==> src/hdl/irpdt_pkg.sv <==
// ============================================================================
// irpdt_pkg
// Types and constants shared by the infrared pulse-distance transmitter.
// ============================================================================
`default_nettype none

package irpdt_pkg;

    localparam int FRAME_W    = 64;
    localparam int COUNT_W    = 7;
    localparam int HALF_W     = 8;
    localparam int DUR_W      = 16;
    localparam int ELAPSED_W  = 17;
    localparam int CFG_IDX_W  = 3;
    localparam int CFG_DATA_W = 16;

    localparam logic KIND_TICK  = 1'b0;
    localparam logic KIND_START = 1'b1;

    typedef enum logic [CFG_IDX_W-1:0] {
        CFG_CARRIER_HALF = 3'd0,
        CFG_LEADER_MARK  = 3'd1,
        CFG_LEADER_SPACE = 3'd2,
        CFG_ONE_MARK     = 3'd3,
        CFG_ONE_SPACE    = 3'd4,
        CFG_ZERO_MARK    = 3'd5,
        CFG_ZERO_SPACE   = 3'd6
    } t_cfg_idx;

    typedef struct packed {
        logic               kind;
        logic [FRAME_W-1:0] frame_bits;
        logic [COUNT_W-1:0] bit_count;
    } t_in_req;

    typedef struct packed {
        logic pin_level;
        logic busy_res;
        logic frame_done;
    } t_out_res;

    typedef struct packed {
        logic [HALF_W-1:0] carrier_half_us;
        logic [DUR_W-1:0]  leader_mark_us;
        logic [DUR_W-1:0]  leader_space_us;
        logic [DUR_W-1:0]  one_mark_us;
        logic [DUR_W-1:0]  one_space_us;
        logic [DUR_W-1:0]  zero_mark_us;
        logic [DUR_W-1:0]  zero_space_us;
    } t_cfg;

    localparam t_cfg CFG_RESET = '{
        carrier_half_us: 8'd13,
        leader_mark_us:  16'd9000,
        leader_space_us: 16'd4500,
        one_mark_us:     16'd560,
        one_space_us:    16'd1690,
        zero_mark_us:    16'd560,
        zero_space_us:   16'd560
    };

endpackage

`default_nettype wire

==> src/hdl/ir_pulse_distance_transmitter.sv <==
// ============================================================================
// ir_pulse_distance_transmitter
// Infrared pulse-distance frame transmitter driven by one-microsecond ticks.
// Requests pass through the input register, then the sequencer step writes
// each result to the result register; output back-pressure stalls both.
// Throughput: one request per cycle when not stalled (single-pass sequencer).
// Reset (synchronous, active low): the sequencer goes idle, the timing
// registers return to their defaults and the input and result registers empty.
// ============================================================================
`default_nettype none

module ir_pulse_distance_transmitter #(
    parameter int MAX_BITS = 64
) (
    input  logic                                 i_clk,
    input  logic                                 i_rst_n,
    input  logic                                 i_cfg_wr_en,
    input  logic [irpdt_pkg::CFG_IDX_W-1:0]      i_cfg_index,
    input  logic [irpdt_pkg::CFG_DATA_W-1:0]     i_cfg_data,
    input  logic                                 i_in_valid,
    output logic                                 o_in_ready,
    input  irpdt_pkg::t_in_req                   i_in_req,
    output logic                                 o_out_valid,
    input  logic                                 i_out_ready,
    output irpdt_pkg::t_out_res                  o_out_res
);

    irpdt_pkg::t_cfg    r_cfg;
    logic               r_in_valid;
    irpdt_pkg::t_in_req r_in_req;
    logic               core_ready;

    assign o_in_ready = !r_in_valid || core_ready;

    always_ff @(posedge i_clk) begin
        if (!i_rst_n) begin
            r_cfg      <= irpdt_pkg::CFG_RESET;
            r_in_valid <= 1'b0;
        end else begin
            if (i_cfg_wr_en) begin
                case (i_cfg_index)
                    irpdt_pkg::CFG_CARRIER_HALF: begin
                        r_cfg.carrier_half_us <= i_cfg_data[irpdt_pkg::HALF_W-1:0];
                    end
                    irpdt_pkg::CFG_LEADER_MARK:  r_cfg.leader_mark_us  <= i_cfg_data;
                    irpdt_pkg::CFG_LEADER_SPACE: r_cfg.leader_space_us <= i_cfg_data;
                    irpdt_pkg::CFG_ONE_MARK:     r_cfg.one_mark_us     <= i_cfg_data;
                    irpdt_pkg::CFG_ONE_SPACE:    r_cfg.one_space_us    <= i_cfg_data;
                    irpdt_pkg::CFG_ZERO_MARK:    r_cfg.zero_mark_us    <= i_cfg_data;
                    irpdt_pkg::CFG_ZERO_SPACE:   r_cfg.zero_space_us   <= i_cfg_data;
                    default: begin
                    end
                endcase
            end
            if (i_in_valid && o_in_ready) begin
                r_in_valid <= 1'b1;
                r_in_req   <= i_in_req;
            end else if (core_ready) begin
                r_in_valid <= 1'b0;
            end
        end
    end

    irpdt_core #(
        .MAX_BITS(MAX_BITS)
    ) u_core (
        .i_clk  (i_clk),
        .i_rst_n(i_rst_n),
        .i_cfg  (r_cfg),
        .i_valid(r_in_valid),
        .o_ready(core_ready),
        .i_req  (r_in_req),
        .o_valid(o_out_valid),
        .i_ready(i_out_ready),
        .o_res  (o_out_res)
    );

endmodule

`default_nettype wire

==> src/hdl/irpdt_search.sv <==
// ============================================================================
// irpdt_search
// Finds the next frame bit that has a segment of nonzero length.
// ============================================================================
`default_nettype none

module irpdt_search #(
    parameter int MAX_BITS = 64
) (
    input  logic [MAX_BITS-1:0]         i_data,
    input  logic [MAX_BITS-1:0]         i_mask,
    input  logic                        i_skip_one,
    input  logic                        i_skip_zero,
    output logic                        o_found,
    output logic [$clog2(MAX_BITS)-1:0] o_pos,
    output logic [MAX_BITS-1:0]         o_rest
);

    localparam int POS_W = $clog2(MAX_BITS);
    localparam int PW    = 1 << POS_W;

    logic [MAX_BITS-1:0] live;
    logic [PW-1:0]       work;
    logic [POS_W-1:0]    lzc;

    always_comb begin
        for (int i = 0; i < MAX_BITS; i++) begin
            live[i] = i_mask[i] & ~(i_data[i] ? i_skip_one : i_skip_zero);
        end
        work = PW'(live);
        lzc  = '0;
        for (int l = POS_W - 1; l >= 0; l--) begin
            if ((work & ({PW{1'b1}} << (PW - (1 << l)))) == '0) begin
                work   = work << (1 << l);
                lzc[l] = 1'b1;
            end
        end
        o_pos   = ~lzc;
        o_found = |live;
        for (int i = 0; i < MAX_BITS; i++) begin
            o_rest[i] = i_mask[i] & (POS_W'(i) < o_pos);
        end
    end

endmodule

`default_nettype wire

==> src/hdl/irpdt_core.sv <==
// ============================================================================
// irpdt_core
// Frame sequencer: segment timing, carrier generation and the result register.
// ============================================================================
`default_nettype none

module irpdt_core #(
    parameter int MAX_BITS = 64
) (
    input  logic               i_clk,
    input  logic               i_rst_n,
    input  irpdt_pkg::t_cfg    i_cfg,
    input  logic               i_valid,
    output logic               o_ready,
    input  irpdt_pkg::t_in_req i_req,
    output logic               o_valid,
    input  logic               i_ready,
    output irpdt_pkg::t_out_res o_res
);

    localparam int POS_W = $clog2(MAX_BITS);
    localparam int CW    = irpdt_pkg::COUNT_W;

    typedef enum logic [2:0] {
        PH_IDLE,
        PH_LEAD_MARK,
        PH_LEAD_SPACE,
        PH_BIT_MARK,
        PH_BIT_SPACE
    } t_phase;

    t_phase                             r_phase, n_phase;
    logic [MAX_BITS-1:0]                r_data, n_data;
    logic [MAX_BITS-1:0]                r_rest, n_rest;
    logic [POS_W-1:0]                   r_pos, n_pos;
    logic [irpdt_pkg::ELAPSED_W-1:0]    r_elapsed, n_elapsed;
    logic [irpdt_pkg::HALF_W-1:0]       r_car_cnt, n_car_cnt;
    logic                               r_car_high, n_car_high;
    logic                               r_out_valid;
    irpdt_pkg::t_out_res                r_res, n_res;

    logic                               take;
    logic                               is_start;
    logic [CW-1:0]                      n_sat;
    logic [MAX_BITS-1:0]                start_mask;
    logic [MAX_BITS-1:0]                start_data;
    logic [MAX_BITS-1:0]                srch_data;
    logic [MAX_BITS-1:0]                srch_mask;
    logic                               srch_found;
    logic [POS_W-1:0]                   srch_pos;
    logic [MAX_BITS-1:0]                srch_rest;
    logic                               skip_one;
    logic                               skip_zero;
    logic                               cur_bit;
    logic                               found_bit;
    logic [irpdt_pkg::HALF_W-1:0]       half;
    logic [irpdt_pkg::DUR_W-1:0]        seg_len;
    logic [irpdt_pkg::DUR_W-1:0]        cur_space;
    logic [irpdt_pkg::DUR_W-1:0]        found_mark;
    logic [irpdt_pkg::HALF_W:0]         car_sum;
    logic [irpdt_pkg::ELAPSED_W-1:0]    elapsed_inc;
    logic [irpdt_pkg::HALF_W-1:0]       car_cnt_inc;
    logic                               car_high_inc;
    logic                               seg_end;
    logic                               jump;
    logic                               pin;

    assign o_ready  = !r_out_valid || i_ready;
    assign take     = i_valid && o_ready;
    assign o_valid  = r_out_valid;
    assign o_res    = r_res;
    assign is_start = (i_req.kind == irpdt_pkg::KIND_START);

    assign n_sat = (i_req.bit_count > CW'(MAX_BITS)) ? CW'(MAX_BITS) : i_req.bit_count;
    assign start_data = i_req.frame_bits[irpdt_pkg::FRAME_W-1 -: MAX_BITS];

    always_comb begin
        for (int i = 0; i < MAX_BITS; i++) begin
            start_mask[i] = ((CW + 1)'(i) + {1'b0, n_sat}) >= (CW + 1)'(MAX_BITS);
        end
    end

    assign skip_one  = (i_cfg.one_mark_us == '0) && (i_cfg.one_space_us == '0);
    assign skip_zero = (i_cfg.zero_mark_us == '0) && (i_cfg.zero_space_us == '0);
    assign srch_data = is_start ? start_data : r_data;
    assign srch_mask = is_start ? start_mask : r_rest;

    irpdt_search #(
        .MAX_BITS(MAX_BITS)
    ) u_search (
        .i_data     (srch_data),
        .i_mask     (srch_mask),
        .i_skip_one (skip_one),
        .i_skip_zero(skip_zero),
        .o_found    (srch_found),
        .o_pos      (srch_pos),
        .o_rest     (srch_rest)
    );

    assign cur_bit    = r_data[r_pos];
    assign found_bit  = srch_data[srch_pos];
    assign cur_space  = cur_bit ? i_cfg.one_space_us : i_cfg.zero_space_us;
    assign found_mark = found_bit ? i_cfg.one_mark_us : i_cfg.zero_mark_us;
    assign half       = (i_cfg.carrier_half_us == '0) ? irpdt_pkg::HALF_W'(1)
                                                      : i_cfg.carrier_half_us;

    always_comb begin
        case (r_phase)
            PH_LEAD_MARK:  seg_len = i_cfg.leader_mark_us;
            PH_LEAD_SPACE: seg_len = i_cfg.leader_space_us;
            PH_BIT_MARK:   seg_len = cur_bit ? i_cfg.one_mark_us : i_cfg.zero_mark_us;
            PH_BIT_SPACE:  seg_len = cur_space;
            default:       seg_len = '0;
        endcase
    end

    always_comb begin
        car_sum      = {1'b0, r_car_cnt} + 1'b1;
        car_cnt_inc  = car_sum[irpdt_pkg::HALF_W-1:0];
        car_high_inc = r_car_high;
        if (car_sum >= {1'b0, half}) begin
            car_cnt_inc  = '0;
            car_high_inc = ~r_car_high;
        end
        elapsed_inc = r_elapsed + 1'b1;
    end

    always_comb begin
        n_phase    = r_phase;
        n_data     = r_data;
        n_rest     = r_rest;
        n_pos      = r_pos;
        n_elapsed  = r_elapsed;
        n_car_cnt  = r_car_cnt;
        n_car_high = r_car_high;
        pin        = 1'b1;
        seg_end    = 1'b0;
        jump       = 1'b0;
        if (is_start) begin
            if (r_phase == PH_IDLE) begin
                n_data     = start_data;
                n_rest     = start_mask;
                n_elapsed  = '0;
                n_car_cnt  = '0;
                n_car_high = 1'b0;
                if (i_cfg.leader_mark_us != '0) begin
                    n_phase = PH_LEAD_MARK;
                end else if (i_cfg.leader_space_us != '0) begin
                    n_phase = PH_LEAD_SPACE;
                end else begin
                    jump = 1'b1;
                end
            end
        end else if (r_phase != PH_IDLE) begin
            n_elapsed = elapsed_inc;
            if (r_phase == PH_LEAD_MARK || r_phase == PH_BIT_MARK) begin
                pin        = r_car_high;
                n_car_cnt  = car_cnt_inc;
                n_car_high = car_high_inc;
                seg_end    = (car_cnt_inc == '0) && !car_high_inc &&
                             (elapsed_inc >= {1'b0, seg_len});
            end else begin
                seg_end = (elapsed_inc >= {1'b0, seg_len});
            end
            if (seg_end) begin
                n_elapsed  = '0;
                n_car_cnt  = '0;
                n_car_high = 1'b0;
                case (r_phase)
                    PH_LEAD_MARK: begin
                        if (i_cfg.leader_space_us != '0) begin
                            n_phase = PH_LEAD_SPACE;
                        end else begin
                            jump = 1'b1;
                        end
                    end
                    PH_BIT_MARK: begin
                        if (cur_space != '0) begin
                            n_phase = PH_BIT_SPACE;
                        end else begin
                            jump = 1'b1;
                        end
                    end
                    PH_LEAD_SPACE, PH_BIT_SPACE: begin
                        jump = 1'b1;
                    end
                    default: begin
                        n_phase = PH_IDLE;
                    end
                endcase
            end
        end
        if (jump) begin
            if (srch_found) begin
                n_pos   = srch_pos;
                n_rest  = srch_rest;
                n_phase = (found_mark != '0) ? PH_BIT_MARK : PH_BIT_SPACE;
            end else begin
                n_phase = PH_IDLE;
            end
        end
        n_res.pin_level  = pin;
        n_res.busy_res   = (n_phase != PH_IDLE);
        n_res.frame_done = jump && !srch_found;
    end

    always_ff @(posedge i_clk) begin
        if (!i_rst_n) begin
            r_phase     <= PH_IDLE;
            r_out_valid <= 1'b0;
        end else begin
            if (take) begin
                r_phase     <= n_phase;
                r_data      <= n_data;
                r_rest      <= n_rest;
                r_pos       <= n_pos;
                r_elapsed   <= n_elapsed;
                r_car_cnt   <= n_car_cnt;
                r_car_high  <= n_car_high;
                r_res       <= n_res;
                r_out_valid <= 1'b1;
            end else if (i_ready) begin
                r_out_valid <= 1'b0;
            end
        end
    end

    a_done_goes_idle: assert property (@(posedge i_clk) disable iff (!i_rst_n)
        (take && n_res.frame_done) |=> (r_phase == PH_IDLE))
        else $error("frame_done reported while the frame continues");

    a_segment_entry_clear: assert property (@(posedge i_clk) disable iff (!i_rst_n)
        (take && (n_phase != r_phase)) |=>
        ((r_elapsed == '0) && (r_car_cnt == '0) && !r_car_high))
        else $error("segment entered with stale timing counters");

    a_rest_below_current: assert property (@(posedge i_clk) disable iff (!i_rst_n)
        ((r_phase == PH_BIT_MARK) || (r_phase == PH_BIT_SPACE)) |->
        ((r_rest >> r_pos) == '0))
        else $error("pending bit mask overlaps the current bit");

    a_busy_matches_phase: assert property (@(posedge i_clk) disable iff (!i_rst_n)
        take |=> (r_out_valid && (r_res.busy_res == (r_phase != PH_IDLE))))
        else $error("busy flag disagrees with sequencer phase");

endmodule

`default_nettype wire

==> config.mk <==
export PLATFORM = sky130hd
export DESIGN_NAME = ir_pulse_distance_transmitter
export DESIGN_NICKNAME = d
export VERILOG_FILES = /design/src/hdl/irpdt_pkg.sv /design/src/hdl/ir_pulse_distance_transmitter.sv /design/src/hdl/irpdt_search.sv /design/src/hdl/irpdt_core.sv
export SDC_FILE = /design/constraint.sdc
export NUM_CORES = 1
export LEC_CHECK = 0
export ABC_CLOCK_PERIOD_IN_PS = 6700
export BUFFER_PORTS_ARGS = -buffer_cell sky130_fd_sc_hd__buf_2
export CAP_MARGIN = 40
export CORE_ASPECT_RATIO = 0.6
export CORE_MARGIN = 8
export CORE_UTILIZATION = 30
export CTS_BUF_LIST = sky130_fd_sc_hd__clkbuf_4 sky130_fd_sc_hd__clkbuf_8 sky130_fd_sc_hd__clkbuf_16
export DETAILED_ROUTE_END_ITERATION = 10
export MAX_ROUTING_LAYER = met4
export REMOVE_ABC_BUFFERS = 1
export SLEW_MARGIN = 20
export SYNTH_ARGS = -nofsm -noshare
export SYNTH_HDL_FRONTEND = slang
export SYNTH_SLANG_ARGS = --single-unit
==> constraint.sdc <==
create_clock -name i_clk -period 6.7 [get_ports i_clk]
set_input_delay 0.335 -clock i_clk [delete_from_list [all_inputs] [get_ports i_clk]]
set_output_delay 0.335 -clock i_clk [all_outputs]
set_load 0.02 [all_outputs]
-- Yosys cells after proc, flatten, opt, wreduce, memory -nomap -nowiden
Index checks and enable logic that the tools add are counted.
- $add $sub $neg: 65
- $lt $le $gt $ge: 133
- equality and inequality tests: 11
- mux-type cells: 133
- bitwise operators: 196
- reductions and logical operators: 54
- operator list (kind ; number):
    two-way mux 64 bit ; 11
    >= comparator 8 x 7 -> 1 bit (second input constant) ; 63
    zero test 64 bit ; 6
    adder 6 x 7 -> 8 bit (first input constant) ; 32
    less-than comparator 6 bit (first input constant) ; 32
    adder 5 x 7 -> 8 bit (first input constant) ; 16
    bitwise AND 1 bit ; 128
    less-than comparator 5 x 6 -> 1 bit (first input constant) ; 16
    two-way mux 1 bit ; 92
    two-way mux 17 bit ; 4
    NOT 1 bit ; 67
    adder 4 x 7 -> 8 bit (first input constant) ; 8
    zero test 16 bit ; 4
    case mux 16 bit (4 select lines) ; 1
    nonzero test 16 bit ; 4
    OR reduction 64 bit ; 1
    two-way mux 8 bit ; 7
    less-than comparator 4 x 6 -> 1 bit (first input constant) ; 8
    two-way mux 16 bit ; 3
    adder 3 x 7 -> 8 bit (first input constant) ; 4
    two-way mux 3 bit ; 10
    less-than comparator 3 x 6 -> 1 bit (first input constant) ; 4
    AND reduction 2 bit ; 9
    adder 17 x 1 -> 17 bit (second input constant) ; 1
    other kinds (30) ; 61
- register bits after elaboration: 344

-- Depth between registers and ports, before layout
Gate-level depths: netlist of the first run.
- depth in word-level cells: 27
- gate-level depth with buffers: 30
- depth with buffers taken out: 25

-- Cells and area by module
A second synthesis of the first run with hierarchy kept.
- cell total of the unflattened synthesis: 2193
- area total of the unflattened synthesis: 21815.9 µm²
- by module, submodules not included (module ; times used ; cells each ; area an instance (µm²) ; sequential area each (µm²)):
    irpdt_core ; 1 ; 1258 ; 12635.9 ; 4974.8
    ir_pulse_distance_transmitter ; 1 ; 454 ; 6157.2 ; 4264.1
    irpdt_search ; 1 ; 481 ; 3022.9 ; 0.0

-- Worst setup path before layout of the first run
Ideal clock, no wire load.
- path type: register -> register
- start point: register u_core.r_pos[0]
- end point: register u_core.r_car_cnt[0] in the netlist's numbering, enable pin
- setup time: 389 ps
- arrival: 6797 ps
- slack: -485 ps
- cell stages (with the launch flop): 28
- path buffers: 5
- clock period less this slack: 7185 ps
- path through: edfxtp_1 clkbuf_1 buf_1 mux4_2 mux4_2 mux4_2 clkbuf_1 buf_1 mux2i_1 a211oi_1 a21oi_1 o22a_1 ha_1 o21a_1 o21a_1 o21a_1 o21a_1 o21a_1 o21a_1 o21ai_0 a21oi_1 o31a_1 o211ai_1 a31oi_1 or2_2 clkbuf_1 inv_1 a21boi_0
- longest elaborated chain between the ends: 11
- elaborated cells on any way between the ends: 12
- RTL lines (element ; line ; text):
    start: declaration ; irpdt_core.sv:35 ; logic [POS_W-1:0] r_pos, n_pos;
    start signal: assignment ; irpdt_core.sv:216 ; r_pos <= n_pos;
    binary-select mux 1 bit (select 6 bit) * ; irpdt_core.sv:100 ; assign cur_bit = r_data[r_pos];
    two-way mux 1 bit (not written as such) * ; irpdt_core.sv:100 ;
    two-way mux 16 bit (on tied branches) ; irpdt_core.sv:102, irpdt_core.sv:111 ;
    case mux 16 bit (4 select lines) * ; irpdt_core.sv:108 ; case (r_phase)
    >= comparator 17 x 16 -> 1 bit * ; irpdt_core.sv:161, irpdt_core.sv:163 ;
    logical AND 1 bit ; irpdt_core.sv:160 ; seg_end = (car_cnt_inc == '0) && !car_high_inc &&
    two-way mux 1 bit * ; irpdt_core.sv:156 ; if (r_phase == PH_LEAD_MARK || r_phase == PH_BIT_MARK) begin
    two-way mux 1 bit * ; irpdt_core.sv:154 ; end else if (r_phase != PH_IDLE) begin
    two-way mux 1 bit * ; irpdt_core.sv:139 ; if (is_start) begin
    nonzero test 3 bit (no source line) * ; -- ;
    AND reduction 5 bit (no source line) * ; -- ;
    end signal: assignment ; irpdt_core.sv:218 ; r_car_cnt <= n_car_cnt;
    end: declaration ; irpdt_core.sv:37 ; logic [irpdt_pkg::HALF_W-1:0] r_car_cnt, n_car_cnt;
Mark *: on every way between the ends. The rest lies on a longest branch, timed or not. The select of a mux whose other input is x is not followed.
A chain may end at the register's enable or synchronous reset.

-- Worst setup path after layout of the first run
- start point: register r_in_req[71] in the netlist's numbering
- end point: register u_core.r_phase[1]
- longest elaborated chain between the ends: 24
- elaborated cells on any way between the ends: 222
- RTL lines (element ; line ; text):
    start: declaration ; ir_pulse_distance_transmitter.sv:30 ; irpdt_pkg::t_in_req r_in_req;
    start signal: assignment ; ir_pulse_distance_transmitter.sv:57 ; r_in_req <= i_in_req;
    two-way mux 64 bit ; irpdt_core.sv:85 ; assign srch_data = is_start ? start_data : r_data;
    two-way mux 1 bit ; irpdt_search.sv:28 ; live[i] = i_mask[i] & ~(i_data[i] ? i_skip_one : i_skip_zero);
    NOT 1 bit ; irpdt_search.sv:28 ;
    bitwise AND 1 bit ; irpdt_search.sv:28 ;
    zero test 64 bit ; irpdt_search.sv:33 ; if ((work & ({PW{1'b1}} << (PW - (1 << l)))) == '0) begin
    two-way mux 64 bit ; irpdt_search.sv:33 ;
    zero test 64 bit ; irpdt_search.sv:33 ;
    two-way mux 64 bit ; irpdt_search.sv:33 ;
    [8 not listed] ; -- ;
    NOT 6 bit ; irpdt_search.sv:38 ; o_pos = ~lzc;
    binary-select mux 1 bit (select 6 bit) ; irpdt_core.sv:101 ; assign found_bit = srch_data[srch_pos];
    two-way mux 1 bit (not written as such) ; irpdt_core.sv:101 ;
    two-way mux 16 bit ; irpdt_core.sv:103 ; assign found_mark = found_bit ? i_cfg.one_mark_us : i_cfg.zero_mark_us;
    nonzero test 16 bit ; irpdt_core.sv:197 ; n_phase = (found_mark != '0) ? PH_BIT_MARK : PH_BIT_SPACE;
    two-way mux 3 bit ; irpdt_core.sv:197 ;
    two-way mux 3 bit ; irpdt_core.sv:194 ; if (srch_found) begin
    two-way mux 3 bit * ; irpdt_core.sv:193 ; if (jump) begin
    end signal: assignment ; irpdt_core.sv:213 ; r_phase <= n_phase;
    end: declaration ; irpdt_core.sv:32 ; t_phase r_phase, n_phase;
Marks and branches as above.

==> metrics.txt, run 1 <==
final hold slack=0.0683 ns; core area=69500 sq um; clk slew on worst S/H paths=0.06 ns; Placer Congestion=1.06; first-pass GRT wire length=147 mm; Async SR Flop Fraction=0; vias in the first global route=20.2k; final WL=103 mm; Critical Path RT=7.20 ns; Synth Area in XOR/XNOR=0.00919; crit-path cells=buf_12 > nor3b_4 > buf_4 > a211oi_1 > a22oi_1 > o22ai_1 > nor4_1 > buf_4 > nand3_1 > buf_4 > buf_4 > o32a_1 > o221ai_1 > a221o_1 > a211oi_4 > and2_4 > mux2_1 > o211a_1 > o31a_1 > nor4_4 > mux2i_2 > buf_4 > o21ai_1; Die Y=221 um; gr usage total=0.258; CTS Buf Count=39; worst-skew pair later-pin latency=0.62 ns; RSZ-0062 raised after global routing=true; IO buf count=100; worst min path class=primary input to flop; Max Fclk=149 MHz; Initial Util=0.302; number of synthesis warnings=0; layout cell share with drive strength beyond 1=0.274; H-tree levels=2; Finished Layout Cells=3699; Post-synth EDFFs=235; Synth cell types=102; Yosys top cell by area=edfxtp_1; Max stage delay on crit path=0.56 ns; Fillers=6816; CTS tree=built; die area=78900 sq um; setup ws final=-0.0189 ns; Area Growth Syn to Fin=34.2%; post-synthesis register bit count=344; chip width=357 um; critical path's most frequent cell=buf_4; Vias/cell=5.80; Max Cap Viol=0; Worst Path Max Fanout=15; wire length per cell=27.7 um; Leak Pwr=10.6 nW; top cells by area, synth=edfxtp_1 (34%), dfxtp_1 (10%), nand2_1 (5.6%), mux2i_1 (4.9%), a21oi_1 (3.2%); nets@finish=2861; min Tclk post-route=6.72 ns; initial antenna violation count=4; clk sinks=344; Bufs on Longest Clock Path=3; Seq/Total Area, Yosys=0.441; Mapped Area=21000 sq um; slew margin rel.=0.430; Primary FF master, synth=edfxtp_1; power per cell area=205 nW/um^2; Worst Tran Pin Value=0.852 ns; Post-Syn Area per Cell=9.44 sq um; Critical Path Start Type=flop; Final Setup Violations=2; Post-DP HPWL=81.1 mm; Cells after Synth=2222; Vias=21.4k; post-route ant nets=0; mux contribution to synthesized area=0.0831; failing checks=setup timing; row count=75; Critical Path End Type=flop; simple-gate area share of the yosys netlist=0.179; Slew Limit Fails=0; Final Hold Fails=0; post-synthesis adder-cell area fraction=0.0155; worst vdd ir=0.000176 V; Compound-Gate Fraction of Synth Area=0.228; critical path class=flop to flop; largest net degree at the start of global routing=98; Post-Place Setup Slack=-0.188 ns; Clock Root Buffer=clkbuf_16; setup TNS=-0.0226 ns; Iter 0 DRT Violations=3091; DR pass1 iterations=6; Critical Path AT=7.22 ns; main combinational cell family by area after synthesis=compound AO/OA/AOI/OAI gates; placed cell area=25600 sq um; crit share post-route=1.00; GRT overflow=0; dpl cells=3539; I/O pin count=101; CP max stage cell=a211oi_1; status=finished, violations left; # DRC=0; Final Skew=0.0266 ns; top-area cell type share of the netlist area=0.336; post-route cell area=28100 sq um
area by class of cell:
cell class	instances	area [sq um]	share of cell area
flip-flops and latches	344	9240	0.328
clock inverters	21	325	0.0116
multi-input cells	1663	11000	0.391
well taps	924	1160	0.0411
repair buffers	631	5060	0.180
clock buffers	50	1120	0.0400
diodes	6	15.0	0.000533
inverters	60	228	0.00809
critical path: cells and delay by family (launching register included):
family | cells | cell delay, ns
flops | 1 | 0.41
simple gates | 5 | 1.12
compound gates | 10 | 3.32
buf+inv | 6 | 1.07
mux | 2 | 0.64
synth_stat cells, types with 11 or more instances:
cell,number
a21oi_1,133
dfxtp_1,109
clkbuf_1,94
nand3_1,78
nor4_2,15
a21o_1,13
nor2b_1,27
o22ai_1,62
a211o_1,11
a22oi_1,21
o32ai_1,18
xnor2_1,13
nand4_1,19
edfxtp_1,235
a211oi_1,47
nor4_1,17
nor3_1,33
a21boi_0,82
nand2_1,312
o21a_1,16
and3_1,18
buf_1,13
o211ai_1,39
ha_1,26
nand2b_1,18
mux4_2,21
o22a_1,21
mux2_2,19
a31oi_1,33
o21ai_0,86
o31ai_1,11
buf_2,37
nor2_1,172
mux2i_1,103
inv_1,56
routing by layer:
metal | vias to the layer above | track usage | part of all wire | wire length [um]
li1 | 9492 | - | - | -
met1 | 10600 | 0.402 | 0.49 | 50000
met2 | 1275 | 0.303 | 0.36 | 36600
met3 | 116 | 0.0982 | 0.14 | 14300
met4 | 0 | 0.0465 | 0.016 | 1680
met5 | - | - | 0 | 0
logic make-up (layout without fill, tap and decap cells):
kind of cell,count (synthesis),after routing
AO/OA/AOI/OAI,694,694
XOR/XNOR,22,22
adder cells (fa/ha/maj),26,26
buffers and inverters,215,762
flip-flops,344,344
multiplexers,145,145
other,0,6
AND/OR/NAND/NOR,776,776
stage by stage:
step / total power, mW / utilization
finish: 5.77 / 0.405
global route: 5.96 / 0.405
CTS: 5.77 / 0.400
detailed placement: 3.28 / 0.368
global placement: 3.27 / 0.368
floorplan: 2.83 / -
report_power, final:
| part | internal, mW | switching, mW | total, mW |
|---|---|---|---|
| clock network | 1.41 | 1.04 | 2.45 |
| logic | 0.381 | 0.546 | 0.927 |
| registers | 2.35 | 0.0531 | 2.40 |
| total | 4.14 | 1.64 | 5.77 |
cell usage in the layout (no fill, tap or decap), drive strengths merged, types with 13 or more instances in the layout:
cell type      n
buf          557
nand2        312
edfxtp       235
nor2         175
a21oi        134
dfxtp        109
mux2i        104
o21ai         91
a21boi        82
nand3         78
dlygate4sd3   73
o22ai         62
inv           62
clkbuf        51
a211oi        49
o211ai        39
nor3          34
a31oi         33
nor4          32
nor2b         27
ha            26
nand4         22
mux4          21
o22a          21
a22oi         21
mux2          20
and3          19
o32ai         18
nand2b        18
o21a          16
xnor2         13
a21o          13
clkinv        13
sequential cells by signal, summed over array words and instances, names as in the netlist:
name	cells
u_core.r_elapsed	17
u_core.r_rest	64
u_core.r_car_cnt	8
r_in_req	72
u_core.r_data	64
u_core.r_car_high	1
r_in_valid	1
u_core.o_res	3
u_core.r_pos	6
r_cfg	104
u_core.o_valid	1
u_core.r_phase	3
timing repair:
item                                    in CTS  in global routing
setup buffers                                1                  5
pin swaps                                    1                 13
hold buffers                                73                  0
resized for setup                            4                 39
cloned                                       0                  1
hold endpoints to repair                    73                  0
endpoints found under the setup margin       3                 87
final timing paths:
| kind | cells after the start | end | start | slack (ns) |
|---|---|---|---|---|
| worst max register to register | 23 | u_core.r_phase[1]$_SDFFE_PN0P_ | r_in_req[71]$_DFFE_PP_ | -0.02 |
| worst min register to register | 0 | u_core.r_data[14]$_DFFE_PP_ | r_in_req[21]$_DFFE_PP_ | 0.45 |
| worst max-delay path | 23 | u_core.r_phase[1]$_SDFFE_PN0P_ | r_in_req[71]$_DFFE_PP_ | -0.02 |
| worst min-delay path | 3 | r_cfg[51]$_SDFFE_PN0P_ | i_cfg_data[3] | 0.07 |
No activity file was read; power rests on OpenSTA's default activity.
==> run 2: changes to the inputs <==
--- a/config.mk
+++ b/config.mk
@@ -11,7 +11,7 @@
 export CORE_ASPECT_RATIO = 0.6
 export CORE_MARGIN = 8
 export CORE_UTILIZATION = 30
-export CTS_BUF_LIST = sky130_fd_sc_hd__clkbuf_4 sky130_fd_sc_hd__clkbuf_8 sky130_fd_sc_hd__clkbuf_16
+export CTS_BUF_LIST = sky130_fd_sc_hd__clkbuf_16
 export DETAILED_ROUTE_END_ITERATION = 10
 export MAX_ROUTING_LAYER = met4
 export REMOVE_ABC_BUFFERS = 1
==> run 2 against run 1 <==
The run still ends with setup timing left. First-iteration DRC count decreased by 5.1%. Clock power decreased by 3%. Fmax decreased by 0.75%. Combinational power about the same.
==> metrics.txt, run 2 (synthesis gave the netlist of run 1 again) <==
Vias/cell=5.80 (about the same); CP max stage cell=a211oi_1 (unchanged); critical path class=flop to flop (unchanged); slew margin rel.=0.378 (was 0.430); H-tree levels=2 (unchanged); Final Setup Violations=3 (was 2); chip width=357 um (unchanged); Max stage delay on crit path=0.56 ns (about the same); critical path's most frequent cell=buf_4 (unchanged); I/O pin count=101 (unchanged); Iter 0 DRT Violations=2933 (was 3091); nets@finish=2861 (unchanged); CTS tree=built (unchanged); most frequent cells in the layout=buf_4 (421), nand2_1 (310), edfxtp_1 (235) (was buf_4 (422), nand2_1 (310), edfxtp_1 (235)); Critical Path Start Type=flop (unchanged); die area=78900 sq um (unchanged); setup ws final=-0.0699 ns (was -0.0189 ns); Leak Pwr=10.6 nW (about the same); Bufs on Longest Clock Path=3 (unchanged); Area Growth Syn to Fin=33.9% (was 34.2%); Slew Limit Fails=0 (unchanged); worst vdd ir=0.000176 V (about the same); wire length per cell=27.8 um (was 27.7 um); first-pass GRT wire length=147 mm (unchanged); post-route ant nets=0 (unchanged); Post-DP HPWL=81.1 mm (unchanged); # DRC=0 (unchanged); clk sinks=344 (unchanged); failing checks=setup timing (unchanged); gr usage total=0.258 (about the same); min Tclk post-route=6.77 ns (was 6.72 ns); initial antenna violation count=2 (was 4); final WL=103 mm (about the same); crit-path cells=buf_12 > nor3b_4 > buf_4 > a211oi_1 > a22oi_1 > o22ai_1 > nor4_1 > buf_4 > nand3_1 > buf_4 > buf_4 > o32a_1 > o221ai_1 > a221o_1 > a211oi_4 > and2_4 > mux2_1 > o211a_1 > o31a_1 > nor4_4 > mux2i_2 > buf_4 > o21ai_1 (unchanged); Critical Path End Type=flop (unchanged); Placer Congestion=1.06 (unchanged); CP top delay family=compound AO/OA/AOI/OAI gates (unchanged); Die Y=221 um (unchanged); GRT overflow=0 (unchanged); vias in the first global route=20.1k (was 20.2k); CTS Buf Count=39 (unchanged); crit share post-route=1.01 (was 1.00); largest net degree at the start of global routing=98 (unchanged); CP Buf/Inv Count=6 (unchanged); DR pass1 iterations=6 (unchanged); most common cell after layout, fill and taps aside=buf_4 (unchanged); worst-skew pair later-pin latency=0.62 ns (about the same); Worst Tran Pin Value=0.923 ns (was 0.852 ns); core area=69500 sq um (unchanged); clk slew on worst S/H paths=0.07 ns (was 0.06 ns); Max Cap Viol=0 (unchanged); Largest Register=r_cfg (unchanged); Critical Path AT=7.27 ns (was 7.22 ns); IO buf count=100 (unchanged); power per cell area=203 nW/um^2 (was 205 nW/um^2); Top Registers=r_cfg x104, r_in_req x72 (unchanged); Worst Path Max Fanout=15 (unchanged); max reg flops=104 (unchanged); status=finished, violations left (unchanged); Vias=21.4k (about the same); Final Hold Fails=0 (unchanged); RSZ-0062 raised after global routing=true (unchanged); Fillers=6818 (was 6816); worst min path class=primary input to flop (unchanged); Critical Path RT=7.20 ns (about the same); Initial Util=0.302 (unchanged); Final Skew=0.0254 ns (was 0.0266 ns); row count=75 (unchanged); Max Fclk=148 MHz (was 149 MHz); layout cell share with drive strength beyond 1=0.271 (was 0.274); Clock Root Buffer=clkbuf_16 (unchanged); setup TNS=-0.154 ns (was -0.0226 ns); Post-Place Setup Slack=-0.188 ns (unchanged)
## run 2: changes by cell type in the layout (fill, tap and decap cells not counted), moves of 2 or more
cell | previous run | this run
clkbuf_4 | 4 | 0
clkbuf_8 | 5 | 0
clkinv_1 | 3 | 8
diode_2 | 6 | 3
inv_1 | 55 | 59
o21ai_0 | 82 | 80
o21ai_1 | 7 | 9
## run 2: metal layers
metal  track usage  part of all wire
met1         0.403              0.49
met2         0.304              0.36
met3        0.0962              0.14
met4        0.0442             0.016
met5             -                 0
## run 2: what timing repair did
item | 4_1_cts | 5_1_grt
endpoints found under the hold margin | 73 | 0
gates cloned | 0 | 1
buffers inserted | 1 | 5
pin swaps | 1 | 9
resized for setup | 4 | 44
hold buffers | 73 | 0
endpoints found under the setup margin | 3 | 87
## run 2: cell type report
type	instances	area (sq um)	area share
multi-input combinational	1663	11000	0.392
sequential	344	9240	0.329
timing repair buffer	631	5060	0.180
tap	924	1160	0.0412
clock buffer	41	1030	0.0365
clock inverter	30	359	0.0128
inverter	60	228	0.00811
antenna	3	7.51	0.000267
## run 2: stage by stage
stage	hold WS, ns	total power, mW	cells	cell area, sq um	util
floorplan	0.407	2.83	2067	20300	-
global placement	0.441	3.27	3535	25600	0.368
detailed placement	0.438	3.28	3539	25600	0.368
CTS	0.0373	5.69	3684	27800	0.399
global route	0.0556	5.88	3695	28100	0.404
finish	0.0676	5.70	3696	28100	0.404
## run 2: path summary, 6_finish.rpt
kind | start | to | slack, ns | cells after the start
max | r_in_req[71]$_DFFE_PP_ | u_core.r_phase[1]$_SDFFE_PN0P_ | -0.07 | 23
min | i_cfg_data[3] | r_cfg[19]$_SDFFE_PN0P_ | 0.07 | 3
max reg2reg | r_in_req[71]$_DFFE_PP_ | u_core.r_phase[1]$_SDFFE_PN0P_ | -0.07 | 23
min reg2reg | r_in_req[21]$_DFFE_PP_ | u_core.r_data[14]$_DFFE_PP_ | 0.45 | 0
## run 2: power breakdown
| group | switching [mW] | leakage, nW | internal [mW] |
|---|---|---|---|
| Sequential | 0.0531 | 3.03 | 2.35 |
| Clock | 1.04 | 0.685 | 1.33 |
| Combinational | 0.547 | 6.91 | 0.382 |
| Total | 1.64 | 10.6 | 4.06 |
## run 2: worst min-delay path: cells and delay by family
family	cells	cell delay [ns]
and+or+nand+nor	1	0.07
buffers and inverters	1	0.17
AOI/OAI and AO/OA	1	0.07
